===== src/spj_pkg.sv =====
// ----------------------------------------------------------------------------
// spj_pkg
// shared types, codes and widths of the segment projection histogram
// ----------------------------------------------------------------------------
package spj_pkg;

   // default number of spectrum bins
   localparam int NUM_BINS_DEF = 1024;

   // operation codes of an input word
   localparam logic [1:0] OP_ADD   = 2'd0;
   localparam logic [1:0] OP_READ  = 2'd1;
   localparam logic [1:0] OP_CLEAR = 2'd2;

   // status codes of a result word
   localparam logic [2:0] ST_ADDED   = 3'd0;
   localparam logic [2:0] ST_OUTSIDE = 3'd1;
   localparam logic [2:0] ST_INVALID = 3'd2;
   localparam logic [2:0] ST_READ    = 3'd3;
   localparam logic [2:0] ST_CLEARED = 3'd4;

   // configuration register indexes
   localparam logic [1:0] CSR_AXIS_START  = 2'd0;
   localparam logic [1:0] CSR_BIN_WIDTH   = 2'd1;
   localparam logic [1:0] CSR_BINS_IN_USE = 2'd2;

   // arithmetic widths
   localparam int ACC_W   = 48;  // accumulator
   localparam int DIVN_W  = 59;  // signed dividend / quotient
   localparam int DIVD_W  = 50;  // unsigned divisor
   localparam int COORD_W = 50;  // bin coordinate, q.16 bins
   localparam int BIN_W   = 34;  // whole bin number
   localparam int CONTR_W = 43;  // contribution
   localparam int PART_W  = 17;  // share of one bin, q.16
   localparam logic [PART_W-1:0] PART_ONE = 17'd65536;

   // queue depths
   localparam int JOB_Q_DEPTH = 2;
   localparam int RSP_Q_DEPTH = 2;

   typedef struct packed {
      logic [1:0]         operation;
      logic signed [31:0] pos_a;
      logic signed [31:0] pos_b;
      logic signed [23:0] amp_a_re;
      logic signed [23:0] amp_b_re;
      logic signed [23:0] amp_a_im;
      logic signed [23:0] amp_b_im;
      logic [17:0]        seg_weight;
      logic               not_a_number;
      logic [9:0]         bin_index;
   } req_word_type;

   typedef struct packed {
      logic signed [47:0] bin_re;
      logic signed [47:0] bin_im;
      logic [2:0]         status;
      logic               saturated;
   } rsp_word_type;

   typedef enum logic [1:0] {
      JOB_ADD     = 2'd0,
      JOB_INVALID = 2'd1,
      JOB_READ    = 2'd2,
      JOB_CLEAR   = 2'd3
   } job_kind_type;

   typedef struct packed {
      job_kind_type       kind;
      logic signed [31:0] pos_lo;
      logic signed [31:0] pos_hi;
      logic signed [24:0] sum_re;
      logic signed [24:0] sum_im;
      logic [17:0]        weight;
      logic [9:0]         bin_index;
   } job_word_type;

   typedef struct packed {
      logic signed [31:0] axis_start;
      logic [30:0]        bin_width;
      logic [10:0]        bins_in_use;
   } cfg_type;

endpackage


===== src/spj_front.sv =====
// ----------------------------------------------------------------------------
// spj_front
// classifies an incoming word, orders the segment ends and pre-adds the amplitudes
// ----------------------------------------------------------------------------
module spj_front (
   input  spj_pkg::req_word_type req_word,
   output spj_pkg::job_word_type job_word
);

   always_comb begin
      job_word.kind = spj_pkg::JOB_READ;
      case (req_word.operation)
         spj_pkg::OP_ADD: begin
            job_word.kind = req_word.not_a_number ? spj_pkg::JOB_INVALID : spj_pkg::JOB_ADD;
         end
         spj_pkg::OP_CLEAR: begin
            job_word.kind = spj_pkg::JOB_CLEAR;
         end
         default: begin
            job_word.kind = spj_pkg::JOB_READ;
         end
      endcase

      // lower end first
      if (req_word.pos_a > req_word.pos_b) begin
         job_word.pos_lo = req_word.pos_b;
         job_word.pos_hi = req_word.pos_a;
      end else begin
         job_word.pos_lo = req_word.pos_a;
         job_word.pos_hi = req_word.pos_b;
      end

      job_word.sum_re    = 25'(req_word.amp_a_re) + 25'(req_word.amp_b_re);
      job_word.sum_im    = 25'(req_word.amp_a_im) + 25'(req_word.amp_b_im);
      job_word.weight    = req_word.seg_weight;
      job_word.bin_index = req_word.bin_index;
   end

endmodule


===== config.mk =====
export PLATFORM = sky130hd
export DESIGN_NAME = spj_front
export DESIGN_NICKNAME = d
export VERILOG_FILES = /design/src/spj_pkg.sv /design/src/spj_front.sv
export SDC_FILE = /design/constraint.sdc
export NUM_CORES = 1
export LEC_CHECK = 0
export BUFFER_PORTS_ARGS = -buffer_cell sky130_fd_sc_hd__buf_2
export CAP_MARGIN = 40
export CORE_AREA = 4 4 126 128
export DETAILED_ROUTE_END_ITERATION = 10
export DIE_AREA = 0 0 130 132
export GPL_TIMING_DRIVEN = 0
export SYNTH_ARGS = -nofsm -noshare
export SYNTH_HDL_FRONTEND = slang
export SYNTH_SLANG_ARGS = --single-unit

===== constraint.sdc =====
create_clock -name vclk -period 2.3
set_input_delay 0.115 -clock vclk [all_inputs]
set_output_delay 0.115 -clock vclk [all_outputs]
set_load 0.01 [all_outputs]

# [Word level (Yosys, flattened, before mapping)]
# Index checks and enable logic that the tools add are counted.
# Widths: inputs -> output; s select.
[op_classes] add_sub_neg=2 n_lt_le_gt_ge=1 eq_ne=1 mux=3 n_reduce_logical=1
[op_table] op="$mux 64" n=1
[op_table] op="$add 24x24->25" n=2
[op_table] op="$gt 32x32->1" n=1
[op_table] op="$pmux 2 s2" n=1
[op_table] op="$eq 2x2->1 const B" n=1
[op_table] op="$logic_not 2->1" n=1
[op_table] op="$mux 1" n=1
[totals] reg_bits=0 input_bits=191 output_inout_bits=144 word_cells=8

# [Longest topological paths before layout]
[logic_depth] ltp_word=2 mapped_depth=10 mapped_depth_nobuf=9

# [Worst setup path before layout]
# OpenSTA, ideal clock, no wires.
[synth_path] kind="input-to-output" startpoint="input port req_word[77] (netlist bit)" endpoint="output port job_word[77] (netlist bit)" arrival_ps=2244 required_ps=2185 path_slack_ps=-59 cell_stages=9 n_path_buf=0 path_cell_list="ha_1 -> fa_1 -> a21oi_1 -> o221a_2 -> a21oi_1 -> o21a_1 -> o311ai_0 -> o22ai_1 -> o31ai_1"
[synth_rtl] item="start, declared" line_no="spj_front.sv:6" source="input spj_pkg::req_word_type req_word,"
[synth_rtl] item="end, declared" line_no="spj_front.sv:7" source="output spj_pkg::job_word_type job_word"

==> impl_metrics.tcl <==
set metrics [dict create \
    top_level_ports 335 \
    layout.nets 1151 \
    dp.cells 1029 \
    grt_max_degree 11 \
    max_freq_mhz 365.5 \
    hold_path_class "in -> out" \
    grtUsageMet3_pct 1.985 \
    dieArea_um2 17160 \
    vias 5382 \
    stdcell_count 1066 \
    clkPwrFrac_pct 0 \
    syn_avg_cell_area_um2 7.734 \
    port_buffers 307 \
    synthSimpleGateAreaFrac_pct 13.00 \
    fillers 1357 \
    drive_above_1_share_pct 60.73 \
    critPathKind "in -> out" \
    synth.net_count 807 \
    setup_viol 64 \
    grtUsageTotal_pct 17.86 \
    period_needed_ns 2.736 \
    failed_checks "negative setup slack" \
    start_kind "input pin" \
    vdd_drop_max_mv 0.2081 \
    cp-end-kind "primary output" \
    gp_congestion 0.8614 \
    slew_headroom_pct 71.55 \
    synthXorXnorAreaFrac_pct 8.058 \
    dp_hpwl_um 13220 \
    synth.area.mux_share_pct 17.45 \
    rsz0062_at_grt "yes" \
    core_um2 14860 \
    use_met2_pct 34.24 \
    syn_to_final_growth_pct 87.25 \
    internal-power_mw 1.453 \
    grt_pass1_vias 5305 \
    die_h_um 132 \
    grt_pass1_wl_um 25900 \
    grt_overflow 0 \
    worstMarginPinSlew_ns 0.4234 \
    drc_errors 0 \
    synth_compound_area_share_pct 24.84 \
    drv_cap 0 \
    pwr-share-seq_pct 0 \
    hold_viol 0 \
    crit_path_max_fanout 10 \
    syn_area_um2 4130 \
    drtPass1Iterations 4 \
    rows 45 \
    met1_usage_pct 20.98 \
    cp.required_ns 2.18 \
    powerDensity_nw_per_um2 347.0 \
    clockBufferCount 0 \
    wl_um 17650 \
    drv_slew 0 \
    ys_warn_count 0 \
    start_util_pct 27.79 \
    synth_cell_types 51 \
    finalCritPeriodShare_pct 119.0 \
    drt-initial-drc-count 131 \
    synth_top_family_by_area "adder cells" \
    ys_seq_area_share_pct 0 \
    synthCells 534 \
    floorplan.die.width_um 130 \
    p_leak_nw 3.947 \
    worst_slack_ns -0.4359 \
    ant_nets 0 \
    power_frac_comb_pct 100.0 \
    wl_per_cell_um 16.56 \
    p_sw_share_pct 45.85 \
    via_per_inst 5.049 \
    power.switching_mw 1.230 \
    seq_cell_count 0 \
    final_core_util_pct 52.03 \
    worst_ep_arrival_time_ns 2.62 \
    synth-adder-area-share_pct 25.20 \
    multi_input_comb_area_um2 4477 \
    busiest_layer "met2" \
    outcome "complete, but fails checks" \
    antenna_found_initial 2 \
    hold_buffers 0 \
    seq_area_um2 0 \
]
cell usage in the layout, fill, tap and decap left out, types with 4 or more instances in the layout:
master,synthesis,layout
a21oi_1,51,38
xnor2_1,24,24
a31oi_1,8,5
o21a_1,6,5
ha_2,0,4
mux2_4,0,52
nand3_1,7,6
xor2_1,14,14
o211ai_1,7,7
nor2b_1,6,6
a21o_1,19,19
inv_1,48,38
nor2_1,30,30
nand4_1,7,7
a21oi_2,0,11
and4_1,6,4
inv_4,0,5
nor3_1,12,10
mux2_2,35,12
buf_4,28,57
ha_4,0,23
nand2_1,25,23
o21bai_1,6,6
inv_2,0,5
buf_6,6,86
buf_2,0,217
buf_8,0,7
o21ai_0,22,17
buf_12,0,6
ha_1,80,53
critical path: stages:
cell and delay (ns):
buf_8 0.10, ha_4 0.26, and4_4 0.25, nand2_4 0.07, nor4_4 0.34, buf_4 0.18
o31ai_4 0.07, and4_1 0.20, o22ai_4 0.20, buf_6 0.18, buf_8 0.15, mux2_2 0.37
buf_6 0.13
kinds of logic after synthesis:
| family | Yosys count |
|---|---|
| buf+inv | 86 |
| mux | 64 |
| simple gates | 108 |
| xor+xnor | 38 |
| fa+ha+maj | 82 |
| compound gates | 156 |
routing by layer:
metal  part of all wire, %  wire [um]  vias to the layer above
met4                   3.0        526                        0
met2                    52       9234                      211
met5                     0          0                        -
met1                    38       6712                     2481
li1                      -          -                     2648
met3                   6.7       1177                       42
synthesized netlist by cell type, types with 4 or more instances:
master	instances	area [um^2]
o21a_1	6	45.04
o31ai_1	5	37.54
buf_4	28	210.2
and4_1	6	52.55
nand4_1	7	43.79
clkbuf_1	4	15.01
nor2_1	30	112.6
xor2_1	14	122.6
mux2_1	29	326.6
o21ai_0	22	110.1
nand3_1	7	35.03
nand2_1	25	93.84
buf_6	6	67.56
xnor2_1	24	210.2
inv_1	48	180.2
or2_2	4	25.02
mux2_2	35	394.1
a221oi_1	4	35.03
a21oi_1	51	255.2
a31oi_1	8	50.05
nor3_1	12	60.06
a211oi_1	4	30.03
o21bai_1	6	45.04
o211ai_1	7	52.55
nor2b_1	6	37.54
ha_1	80	1001
a21o_1	19	142.6
power by group through the flow:
stage	logic (mW)	registers (mW)	clock network [mW]
finish	2.68	0	0.000000116
global route	2.88	0	0.000000116
CTS	2.50	0	0
detailed placement	1.93	0	0
global placement	1.93	0	0
floorplan	1.22	0	0
path summary, 6_finish.rpt:
| kind | slack [ns] | cells after the start | start | to |
|---|---|---|---|---|
| setup / recovery | -0.44 | 13 | req_word[187] | job_word[97] |
| hold / removal | 0.41 | 2 | req_word[5] | job_word[5] |
metrics by stage:
| stage | power, mW | worst slack [ns] | hold WS, ns | instance area [um^2] | setup TNS, ns |
|---|---|---|---|---|---|
| 5_1_grt | 2.884 | -0.5278 | 0.4189 | 7734 | -30.47 |
| 6_report | 2.683 | -0.4359 | 0.4135 | 7734 | -24.06 |
| 3_3_place_gp | 1.933 | -0.5897 | 0.4155 | 5917 | -39.75 |
| 2_1_floorplan | 1.217 | 0.003421 | 0.2775 | 4145 | 0 |
| 4_1_cts | 2.498 | -0.3326 | 0.4156 | 7327 | -17.46 |
| 3_5_place_dp | 1.931 | -0.5859 | 0.4157 | 5917 | -39.33 |
cell type report:
type,instances,area share (%)
inverter,48,2.492
tap,188,3.042
timing repair buffer,343,32.23
antenna,2,0.06471
multi-input combinational,448,57.89
buffer,37,4.287
repair_timing:
| item | in CTS | in global routing |
|---|---|---|
| pin swaps | 31 | 28 |
| setup buffers | 20 | 12 |
| gates resized for setup | 234 | 54 |
| endpoints found under the setup margin | 86 | 81 |
| gates cloned | 2 | 2 |
Note: power is estimated with default switching activity, not from simulation.
