[src/spj_fifo.sv]
// ----------------------------------------------------------------------------
// spj_fifo
// small first-in first-out queue of words
// ----------------------------------------------------------------------------
module spj_fifo #(
   parameter type T     = logic,
   parameter int  DEPTH = 2
) (
   input  logic clock,
   input  logic reset,
   input  logic push,
   input  T     push_word,
   output logic full,
   input  logic pop,
   output T     pop_word,
   output logic empty
);
   localparam int PTR_W = (DEPTH > 1) ? $clog2(DEPTH) : 1;
   localparam int CNT_W = $clog2(DEPTH + 1);

   T                 entry_ff [DEPTH];
   logic [PTR_W-1:0] wr_ptr_ff, wr_ptr_in;
   logic [PTR_W-1:0] rd_ptr_ff, rd_ptr_in;
   logic [CNT_W-1:0] count_ff, count_in;
   logic             push_ok, pop_ok;

   assign full     = (count_ff == CNT_W'(DEPTH));
   assign empty    = (count_ff == '0);
   assign push_ok  = push && !full;
   assign pop_ok   = pop && !empty;
   assign pop_word = entry_ff[rd_ptr_ff];

   always_comb begin
      wr_ptr_in = wr_ptr_ff;
      rd_ptr_in = rd_ptr_ff;
      count_in  = count_ff;
      if (push_ok) begin
         wr_ptr_in = (wr_ptr_ff == PTR_W'(DEPTH - 1)) ? '0 : wr_ptr_ff + PTR_W'(1);
      end
      if (pop_ok) begin
         rd_ptr_in = (rd_ptr_ff == PTR_W'(DEPTH - 1)) ? '0 : rd_ptr_ff + PTR_W'(1);
      end
      if (push_ok && !pop_ok) begin
         count_in = count_ff + CNT_W'(1);
      end else if (pop_ok && !push_ok) begin
         count_in = count_ff - CNT_W'(1);
      end
   end

   always_ff @(posedge clock) begin
      if (reset) begin
         wr_ptr_ff <= '0;
         rd_ptr_ff <= '0;
         count_ff  <= '0;
      end else begin
         wr_ptr_ff <= wr_ptr_in;
         rd_ptr_ff <= rd_ptr_in;
         count_ff  <= count_in;
      end
   end

   always_ff @(posedge clock) begin
      if (push_ok) begin
         entry_ff[wr_ptr_ff] <= push_word;
      end
   end

endmodule

[config.mk]
export PLATFORM = sky130hd
export DESIGN_NAME = spj_fifo
export DESIGN_NICKNAME = d
export VERILOG_FILES = /design/src/spj_fifo.sv
export SDC_FILE = /design/constraint.sdc
export NUM_CORES = 1
export LEC_CHECK = 0
export ABC_AREA = 1
export BUFFER_PORTS_ARGS = -buffer_cell sky130_fd_sc_hd__buf_2
export CAP_MARGIN = 40
export CORE_AREA = 2 2 39 41
export DETAILED_ROUTE_END_ITERATION = 8
export DIE_AREA = 0 0 41 43
export SYNTH_ARGS = -nofsm -noshare
export SYNTH_HDL_FRONTEND = slang
export SYNTH_SLANG_ARGS = --single-unit
[constraint.sdc]
create_clock -name clock -period 3.56 [get_ports clock]
set_clock_uncertainty 0.2 [all_clocks]
set_input_delay 0 -clock clock [delete_from_list [all_inputs] [get_ports clock]]
set_output_delay 0 -clock clock [all_outputs]
set_load 0.01 [all_outputs]
Word level (Yosys, flattened, before mapping):

Memory sizes are Yosys's and may differ from the RTL's. A register that Yosys moved wholly into a read port is not among the register bits.
Index checks and enable logic that the tools add are counted.

* add/subtract/negate cells: 4
* equal/unequal tests: 1
* reductions and logical operators: 10
* multiplexer cells: 8

Operators with widths (number)
* two-way mux 1 bit: 6
* logical AND 1 bit: 4
* zero test 1 bit: 4
* two-way mux 2 bit: 2
* adder 1 bit (second input constant): 2
* adder 2 x 1 -> 2 bit (second input constant): 1
* equality test 2 bit (second input constant): 1
* zero test 2 bit: 1
* nonzero test 2 bit: 1
* subtractor 2 x 1 -> 2 bit (second input constant): 1

* bits of input ports: 5
* RAM bits: 2
* output and inout port bits: 3
* memories: 1
* flip-flop bits (word level): 4

Memories
* entry_ff: depth 2, bits a word 1, read ports 1, clocked after memory_dff 1, write ports 1, line 21 `T entry_ff [DEPTH];`

Depth between registers and ports, before layout:

Gate-level depths: netlist (run 1).

* depth in word-level cells: 7
* mapped depth: 10
* mapped depth without buffers: 10

Least setup slack after synthesis (run 1):

No wires, ideal clock.

* kind: flip-flop to flip-flop
* start point: register count_ff[1]
* end point: register count_ff[1]
* data required time: 3.296 ns
* cell stages (with the launch flop): 10
* clock period less this slack: 1.487 ns
* data arrival time: 1.224 ns
* library setup time: 0.064 ns
* buffers on the path: 0
* slack: 2.073 ns
* cells stage by stage: dfxtp_1 -> inv_2 -> o21ai_2 -> inv_2 -> ha_1 -> inv_1 -> nand3_1 -> nand2_1 -> inv_1 -> nor2_1

* cells in the longest elaborated chain, start to end: 6
* elaborated cells on any way between the ends: 15
* classes of those cells: add/sub (2); eq/ne (1); mux (2); reduce/logical (10)

RTL lines
* start, declared: line 24 `logic [CNT_W-1:0] count_ff, count_in;`
* start signal, assigned: line 58 `count_ff <= count_in;`
* equality test 2 bit or zero test 2 bit (tied branches): line 27, 28
* zero test 1 bit, on equally long branches: line 29, 30
* logical AND 1 bit, on equally long branches: line 29, 30
* zero test 1 bit, on equally long branches: line 45, 43
* logical AND 1 bit, on equally long branches: line 45, 43
* nonzero test 2 bit (no line) or two-way mux 2 bit (tied branches)

Several ways; a longest one is shown, not always the timed one. The select of a mux whose other input is x is not followed.
A chain may end at the register's enable or synchronous reset.

Worst setup path in the final report (run 1):

Ends and elaborated chain as after synthesis.

==> results of run 1 <==
[power groups by stage]
stage          combinational [uW]  sequential, uW  clock, uW
5_1_grt                       143             130       81.8
6_report                      122             127       71.0
2_1_floorplan                92.7             124          0
3_5_place_dp                  119             129          0
3_3_place_gp                  117             128          0
4_1_cts                       123             127       75.3
[cells in the mapped netlist]
library cell | n | area [sq um]
ha_1 | 1 | 12.51
nand4_1 | 1 | 6.260
o21ai_0 | 2 | 10.01
and2_1 | 1 | 6.260
o21ai_1 | 1 | 5.000
edfxtp_1 | 2 | 60.06
nand2_2 | 1 | 6.260
o21ai_2 | 2 | 17.52
nand2_1 | 3 | 11.26
inv_1 | 6 | 22.52
a21oi_1 | 1 | 5.000
inv_2 | 3 | 11.26
dfxtp_1 | 5 | 100.1
nand3_1 | 1 | 5.000
mux2_2 | 1 | 11.26
nor2_1 | 9 | 33.78
[kinds of logic after synthesis]
logic type / count (synthesis)
multiplexers: 1
buffers and inverters: 9
adder cells (fa/ha/maj): 1
flip-flops: 7
AO/OA/AOI/OAI: 6
AND/OR/NAND/NOR: 16
[final cells by class]
cell class                      count  area [sq um]  share of cell area
Timing Repair Buffer               11         75.07              0.1685
Inverter                            9         33.78             0.07584
Sequential cell                     7         160.2              0.3596
Tap cell                           16         20.02             0.04494
Clock buffer                        4         26.28             0.05899
Multi-Input combinational cell     24         130.1              0.2921
[routing by layer]
metal | vias to the layer above | track usage
met3 | 0 | 0.04712
met5 | - | 0
met1 | 130 | 0.09003
li1 | 154 | -
met2 | 5 | 0.1125
met4 | 0 | 0.1000
[cells in the final DEF, fill, tap and decap left out]
| cell type | n |
|---|---|
| o21ai_0 | 2 |
| and2_1 | 1 |
| nand2_2 | 1 |
| edfxtp_1 | 2 |
| nand2_1 | 3 |
| nand4_1 | 1 |
| clkbuf_1 | 1 |
| o21ai_1 | 1 |
| buf_2 | 7 |
| o21ai_2 | 2 |
| dlygate4sd3_1 | 4 |
| ha_1 | 1 |
| nand3_1 | 1 |
| clkbuf_4 | 3 |
| dfxtp_1 | 5 |
| inv_1 | 6 |
| nor2_1 | 9 |
| mux2_2 | 1 |
| inv_2 | 3 |
| a21oi_1 | 1 |
[final timing paths]
path / startpoint / to / slack [ps]
setup reg to reg: count_ff[1] / count_ff[1] / 1950
hold reg to reg: wr_ptr_ff / wr_ptr_ff / 310
hold / removal: push_word / entry_ff[0] / 280
setup / recovery: count_ff[1] / count_ff[1] / 1950
[metrics by stage]
stage / area, sq um / hold WS, ps
2_1_floorplan: 324.1 / -101.1
3_3_place_gp: 379.1 / -3.398
3_5_place_dp: 379.1 / -2.839
4_1_cts: 445.4 / 273.7
5_1_grt: 445.4 / 287.5
6_report: 445.4 / 284.3
==> impl_metrics.py, run 1 <==
metrics = {
    "synth": {
        "synthAdderAreaFrac": 0.03861,
        "syn_nets": 46,
        "synth-simple-area-share": 0.2124,
        "synth.distinct_cells": 16,
        "ys_ff_latch": 7,
        "synth-seq-area-share": 0.4942,
        "synthCells": 40,
        "synth_top_family_by_area": "simple AND/OR/NAND/NOR gates",
        "avgSynthCellArea_sq_um": 8.102,
        "synth_warnings": 0,
        "synth-compound-area-share": 0.1158,
        "synth-xor-area-share": 0,
        "muxShareOfSynthArea": 0.03475,
        "syn_area_sq_um": 324.1,
    },
    "clock_tree": {
        "tritoncts": "built",
        "cts_root_buffer": "clkbuf_4",
        "cts_hold_repair.buffers": 4,
        "cts.sinks": 7,
        "clk_path_buf_depth": 2,
        "htreeDepth": 1,
        "postCtsSetupRepairBufs": 0,
        "cts_made_buffers": 3,
        "cts.clk_slew.worst_paths_ps": 50,
        "cts_resized": 0,
        "clk_latency_ps": 250,
    },
    "detailed_routing": {
        "route.met3.wl_um": 24,
        "wl_met2_um": 280,
        "wl_per_cell_um": 7.423,
        "drt_iter0_drc": 6,
        "routed_via_density": 4.070,
        "totalWireLength_um": 527,
        "drcViolationCount": 0,
        "top_layer": "met3",
        "routed-via-count": 289,
        "wl_met1_um": 222,
        "first_pass_iters": 2,
        "drtAntennaViolNets": 0,
    },
    "setup_path": {
        "crit_buf_inv": 4,
        "crit_family": "flip-flops",
        "max_stage_delay_ps": 410,
        "cp.depth": 9,
        "critPathMaxFanout": 4,
        "cp_cell_sequence": "inv_2 -> o21ai_2 -> inv_2 -> ha_1 -> inv_1 -> nand3_1 -> nand2_1 -> inv_1 -> nor2_1",
        "setup.worst_path.end_class": "flop",
        "worstPathRequired_ps": 3550,
        "critPathKind": "reg -> reg",
        "cp-start-kind": "flop",
        "arrival_ps": 1600,
        "crit_slowest_cell": "dfxtp_1",
        "ff2ff_path_depth": 9,
    },
    "power_and_ir_drop": {
        "pwr-share-clk": 0.222,
        "p_seq_frac": 0.397,
        "power.internal_uw": 202.4,
        "vdd_drop_max_v": 0.0002011,
        "swShare": 0.3668,
        "power_density_nw_per_um2": 717.7,
        "leakagePower_uw": 0.0002085,
        "p_total_uw": 319.7,
        "switchingPower_uw": 117.3,
        "comb_power_share": 0.381,
    },
    "place": {
        "dpl.hpwl_um": 415.3,
        "dp.cells": 63,
        "io_buffers": 7,
        "place_ws_ps": 1947,
        "finalWeightedCongestion": 0.7783,
    },
    "timing": {
        "maxSlewHeadroom": 0.8312,
        "finalSetupViolCount": 0,
        "finalHoldViolations": 0,
        "fin_ws_ps": 1947,
        "fmax_mhz": 619.9,
        "setup-tns-final_ps": 0,
        "tightest_slew_ps": 252.8,
        "fin_crit_sh": 0.4531,
        "finalMaxSlewViolations": 0,
        "layout_min_cycle_time_ps": 1613,
        "rsz0062_at_grt": "false",
    },
    "global_routing": {
        "grt_max_degree": 7,
        "grt_usage": 0.08835,
        "grt_pass1_vias": 254,
        "antenna_found_initial": 0,
        "grt-ovfl-total": 0,
        "grt_pass1_wl_um": 945,
    },
    "final_layout": {
        "instances_no_fill": 71,
        "fillers": 152,
        "final_core_util": 0.3219,
        "finalNetCount": 62,
        "areaGrowthSynthToFinish_pct": 37.45,
        "final_layout_size_suffix_gt1_frac": 0.3091,
        "diodes": 0,
    },
    "worst_hold_path": {
        "hold_path.class": "in -> reg",
        "min_path_cells": 2,
    },
    "floorplanning": {
        "die_h_um": 43,
        "rows": 14,
        "pin_count": 8,
        "core_area_sq_um": 1384,
        "die_width_um": 41,
        "die-area_sq_um": 1763,
        "initial_utilization": 0.2342,
    },
    "job": {
        "max_cap_viol_count": 0,
    },
    "run_status": {
        "status": "finished clean",
    },
}
No activity file was read; power rests on OpenSTA's default activity.
==> run 2: changes to the inputs <==
==> constraint.sdc (replaced) <==
create_clock -name clock -period 1.4 [get_ports clock]
set_clock_uncertainty 0.2 [all_clocks]
set_input_delay 0 -clock clock [delete_from_list [all_inputs] [get_ports clock]]
set_output_delay 0 -clock clock [all_outputs]
set_load 0.01 [all_outputs]
==> run 2 against run 1 <==
  * Combinational power grew to 3.9 times the previous value
  * First-iteration DRC count shrank 100%
  * Flip-flop and latch count is the same
  * Critical endpoint unchanged
  * Highest routed layer is now met4
==> impl_metrics.py, run 2 (synthesis results as in run 1) <==
metrics = {
    "timing": {
        "finalMaxSlewViolations": 0,
        "finalHoldViolations": 0,
        "fin_crit_sh": 0.9799,
        "tightest_slew_ps": 201.3,
        "maxSlewHeadroom": 0.8644,
        "hold-worst-slack_ps": 289.3,
        "layout_min_cycle_time_ps": 1372,
        "fmax_mhz": 728.9,
        "rsz0062_at_grt": "true",
        "setup-tns-final_ps": 0,
        "finalSetupViolCount": 0,
    },
    "worst_hold_path": {
        "hold_path.class": "in -> reg",
    },
    "place": {
        "place_area_sq_um": 427.9,
        "io_buffers": 7,
        "dpl.hpwl_um": 480.7,
        "finalWeightedCongestion": 0.6792,
    },
    "clock_tree": {
        "clk_path_buf_depth": 2,
        "cts.sinks": 7,
        "cts_root_buffer": "clkbuf_4",
        "tritoncts": "built",
        "cts_made_buffers": 3,
        "htreeDepth": 1,
        "cts.clk_slew.worst_paths_ps": 50,
        "clk_latency_ps": 250,
    },
    "detailed_routing": {
        "wl_met2_um": 327,
        "totalWireLength_um": 638,
        "drtAntennaViolNets": 0,
        "wl_met1_um": 247,
        "drt_iter0_drc": 0,
        "first_pass_iters": 1,
        "routed_via_density": 4.092,
        "route.met3.wl_um": 37,
        "drcViolationCount": 0,
        "top_layer": "met4",
        "routed-via-count": 311,
        "wl_per_cell_um": 8.395,
    },
    "final_layout": {
        "final_core_util": 0.3707,
        "multi_input_area_sq_um": 157.7,
        "diodes": 0,
        "mostFrequentLayoutCell": "nor2_1",
        "finalNetCount": 67,
        "final_cell_mix": "nor2_1, buf_2, inv_1, buf_4",
        "fillers": 151,
        "regArea_sq_um": 162.7,
        "final_cell_area_sq_um": 513.0,
        "areaGrowthSynthToFinish_pct": 58.30,
        "final_layout_size_suffix_gt1_frac": 0.4667,
    },
    "floorplanning": {
        "pin_count": 8,
        "core_area_sq_um": 1384,
        "die_width_um": 41,
        "rows": 14,
        "die-area_sq_um": 1763,
        "die_h_um": 43,
        "initial_utilization": 0.2342,
    },
    "power_and_ir_drop": {
        "power_density_nw_per_um2": 1898,
        "leakagePower_uw": 0.0002359,
        "vdd_drop_max_v": 0.0008890,
    },
    "setup_path": {
        "max_stage_delay_ps": 350,
        "cp_cell_sequence": "inv_2 -> o21ai_4 -> inv_2 -> ha_4 -> inv_2 -> nand3_2 -> nand2_1 -> inv_1 -> nor2_1",
        "critPathKind": "reg -> reg",
        "path_common_cell": "inv_2",
        "cp-start-kind": "flop",
        "setup.worst_path.end_class": "flop",
        "arrival_ps": 1320,
        "critPathMaxFanout": 3,
        "worstPathRequired_ps": 1350,
        "crit_slowest_cell": "dfxtp_2",
    },
    "global_routing": {
        "grt_pass1_vias": 283,
        "grt_max_degree": 5,
        "grt_usage": 0.1026,
        "antenna_found_initial": 0,
        "grt_pass1_wl_um": 1090,
        "grt-ovfl-total": 0,
    },
    "job": {
        "max_cap_viol_count": 0,
    },
    "run_status": {
        "status": "finished clean",
    },
}
-- run 2: report_power, final --
| group | switching (uW) | internal [uW] |
|---|---|---|
| sequential | 44.1 | 274 |
| clock | 76.6 | 109 |
| combinational | 233 | 237 |
-- run 2: area by class of cell --
cell class,count,share of cell area
Clock buffer,4,0.05122
Inverter,9,0.06585
Multi-Input combinational cell,24,0.3073
Sequential cell,7,0.3171
Tap cell,16,0.03902
Timing Repair Buffer,16,0.2195
-- run 2: path summary, 6_finish.rpt --
kind,end,from,slack (ps),cells after the start
min,entry_ff[1],push_word,290,2
max,count_ff[1],count_ff[1],30,9
min reg2reg,wr_ptr_ff,wr_ptr_ff,310,2
max reg2reg,count_ff[1],count_ff[1],30,9
-- run 2: per-stage QoR --
stage          cells  setup slack (ps)  total power (uW)
6_report          76             28.14             973.7
5_1_grt           76            -46.42              1067
4_1_cts           75             12.34             971.9
3_5_place_dp      66            -24.50             750.7
2_1_floorplan     40             2.333             608.2
3_3_place_gp      66             1.801             737.1
-- run 2: critical path: cells and delay by family, from the launching register on --
kind | cells | cell delay, ps
buf+inv | 4 | 190
simple gates | 3 | 130
fa+ha+maj | 1 | 270
compound gates | 1 | 120
flops | 1 | 350
-- run 2: what timing repair did --
item / 4_1_cts / 5_1_grt
hold buffers: 4 / 0
buffers inserted: 1 / 1
gates resized for setup: 0 / 2
pin swaps: 2 / 2
endpoints found under the hold margin: 7 / 0
endpoints found under the setup margin: 2 / 1
-- run 2: layer usage --
| layer | vias to the layer above | GRT usage |
|---|---|---|
| li1 | 165 | - |
| met4 | 0 | 0.1000 |
| met2 | 7 | 0.1438 |
| met5 | - | 0 |
| met3 | 4 | 0.06283 |
| met1 | 135 | 0.09385 |
==> run 3: changes to the inputs <==
--- a/config.mk
+++ b/config.mk
@@ -9,8 +9,10 @@
 export BUFFER_PORTS_ARGS = -buffer_cell sky130_fd_sc_hd__buf_2
 export CAP_MARGIN = 40
 export CORE_AREA = 2 2 39 41
+export CTS_CLUSTER_SIZE = 20
 export DETAILED_ROUTE_END_ITERATION = 8
 export DIE_AREA = 0 0 41 43
+export SETUP_SLACK_MARGIN = 0.2
 export SYNTH_ARGS = -nofsm -noshare
 export SYNTH_HDL_FRONTEND = slang
 export SYNTH_SLANG_ARGS = --single-unit
==> run 3 against run 2 <==
  * Wire length rose by 6.0%
  * Critical path depth unchanged
  * Sequential power up 3%
  * Register-to-register slack hardly changed
  * Worst hold slack got worse by 280 ps
  * Non-clock buffer count unchanged
  * Clock power shrank 2%
  * Final cell count did not move
  * Setup slack got worse by 6.9 ps
  * Flip-flop and latch count is the same
  * Largest power group unchanged
  * Highest routed layer is now met3
==> impl_metrics.py, run 3 (synthesis results as in run 1) <==
metrics = {
    "job": {
        "max_cap_viol_count": 0,
    },
    "power_and_ir_drop": {
        "power.internal_uw": 661.5,
        "comb_power_share": 0.512,
        "switchingPower_uw": 383.0,
        "pwr-share-clk": 0.173,
        "p_total_uw": 1045,
        "vdd_drop_max_v": 0.0007983,
        "p_seq_frac": 0.315,
        "power_density_nw_per_um2": 1937,
        "swShare": 0.3667,
        "leakagePower_uw": 0.0002451,
    },
    "setup_path": {
        "arrival_ps": 1320,
        "setup.worst_path.end_class": "flop",
        "path_common_cell": "inv_2",
        "max_stage_delay_ps": 350,
        "critPathKind": "reg -> reg",
        "worstPathRequired_ps": 1350,
        "crit_slowest_cell": "dfxtp_2",
        "cp_cell_sequence": "inv_2 -> o21ai_4 -> inv_2 -> ha_4 -> inv_2 -> nand3_2 -> nand2_1 -> inv_1 -> nor2_1",
        "critPathMaxFanout": 3,
        "cp-start-kind": "flop",
    },
    "timing": {
        "maxSlewHeadroom": 0.8582,
        "setup-tns-final_ps": 0,
        "fin_ws_ps": 21.26,
        "finalMaxSlewViolations": 0,
        "rsz0062_at_grt": "true",
        "tightest_slew_ps": 210.4,
        "finalSetupViolCount": 0,
        "fmax_mhz": 725.3,
        "finalHoldViolations": 0,
        "fin_crit_sh": 0.9848,
        "layout_min_cycle_time_ps": 1379,
    },
    "place": {
        "place_area_sq_um": 435.4,
        "dp.cells": 67,
        "finalWeightedCongestion": 0.7019,
        "place_ws_ps": -19.06,
        "dpl.hpwl_um": 516.6,
        "io_buffers": 7,
    },
    "detailed_routing": {
        "routed-via-count": 304,
        "drt_iter0_drc": 5,
        "drcViolationCount": 0,
        "first_pass_iters": 4,
        "routed_via_density": 4.000,
        "totalWireLength_um": 676,
        "wl_per_cell_um": 8.895,
        "drtAntennaViolNets": 0,
    },
    "floorplanning": {
        "pin_count": 8,
        "die-area_sq_um": 1763,
        "initial_utilization": 0.2342,
        "die_width_um": 41,
        "rows": 14,
        "core_area_sq_um": 1384,
        "die_h_um": 43,
    },
    "global_routing": {
        "antenna_found_initial": 0,
        "grt-ovfl-total": 0,
        "grt_max_degree": 5,
        "grt_pass1_vias": 292,
        "grt_pass1_wl_um": 1200,
        "grt_usage": 0.1036,
    },
    "clock_tree": {
        "cts_root_buffer": "clkbuf_4",
        "clk_path_buf_depth": 2,
        "cts.sinks": 7,
        "cts.clk_slew.worst_paths_ps": 50,
        "clk_latency_ps": 250,
        "tritoncts": "built",
        "cts_made_buffers": 3,
        "htreeDepth": 1,
    },
    "final_layout": {
        "areaGrowthSynthToFinish_pct": 66.41,
        "multi_input_area_sq_um": 181.4,
        "diodes": 0,
        "finalNetCount": 67,
        "final_layout_size_suffix_gt1_frac": 0.5500,
        "mostFrequentLayoutCell": "buf_4",
        "instances_no_fill": 76,
        "fillers": 157,
        "final_cell_mix": "buf_4, nor2_1, buf_2, inv_1, inv_2",
        "regArea_sq_um": 163.9,
        "final_cell_area_sq_um": 539.3,
    },
    "worst_hold_path": {
        "hold_path.class": "in -> reg",
    },
    "run_status": {
        "status": "finished clean",
    },
}
==> run 3: cell types whose count changed in the layout (fill, tap and decap cells not counted), moves of 2 or more <==
cell / change
nor2_4: +3
dlygate4sd3_1: -2
buf_4: +2
nor2_1: -3
==> run 3: path summary, 6_finish.rpt <==
path | start | endpoint | slack (ps) | cells past startpoint
hold reg to reg | wr_ptr_ff | wr_ptr_ff | 370 | 2
hold / removal | pop | count_ff[0] | 5 | 4
setup reg to reg | count_ff[1] | count_ff[1] | 20 | 9
setup / recovery | count_ff[1] | count_ff[1] | 20 | 9
==> run 3: layer usage <==
| layer | share of wire | global-route usage |
|---|---|---|
| met3 | 0.055 | 0.04712 |
| met1 | 0.40 | 0.1100 |
| met4 | 0 | 0.04000 |
| met2 | 0.55 | 0.1688 |
| met5 | 0 | 0 |
==> run 3: stage by stage <==
stage / util / hold slack [ps]
6_report: 0.3897 / 5.442
5_1_grt: 0.3897 / 31.44
4_1_cts: 0.3662 / -0.3650
3_5_place_dp: 0.3146 / -0.9267
3_3_place_gp: 0.3146 / -1.813
2_1_floorplan: - / -101.1
==> run 3: repair_timing <==
item	4_1_cts	5_1_grt
endpoints found under the hold margin	7	0
gates resized for setup	2	9
setup endpoints to repair	7	9
hold buffers	2	0
pin swaps	4	0
buffers inserted	3	0
==> run 3: power by group through the flow <==
stage | combinational (uW) | clock [uW] | sequential (uW)
after detailed placement | 447 | 0 | 319
final | 535 | 181 | 329
after global routing | 612 | 206 | 338
after floorplan | 284 | 0 | 322
after global placement | 440 | 0 | 318
after CTS | 495 | 191 | 322
==> run 3: cell type report <==
class / count / share of cell area
multi-input cells: 24 / 0.3364
clock buffers: 4 / 0.04872
repair buffers: 16 / 0.2111
inverters: 9 / 0.06265
well taps: 16 / 0.03712
flip-flops and latches: 7 / 0.3039
==> run 3: critical path: cells and delay by family, from the launching register on <==
kind | cells | cell delay, ps
simple gates | 3 | 120
fa+ha+maj | 1 | 270
compound gates | 1 | 130
flops | 1 | 350
buf+inv | 4 | 210
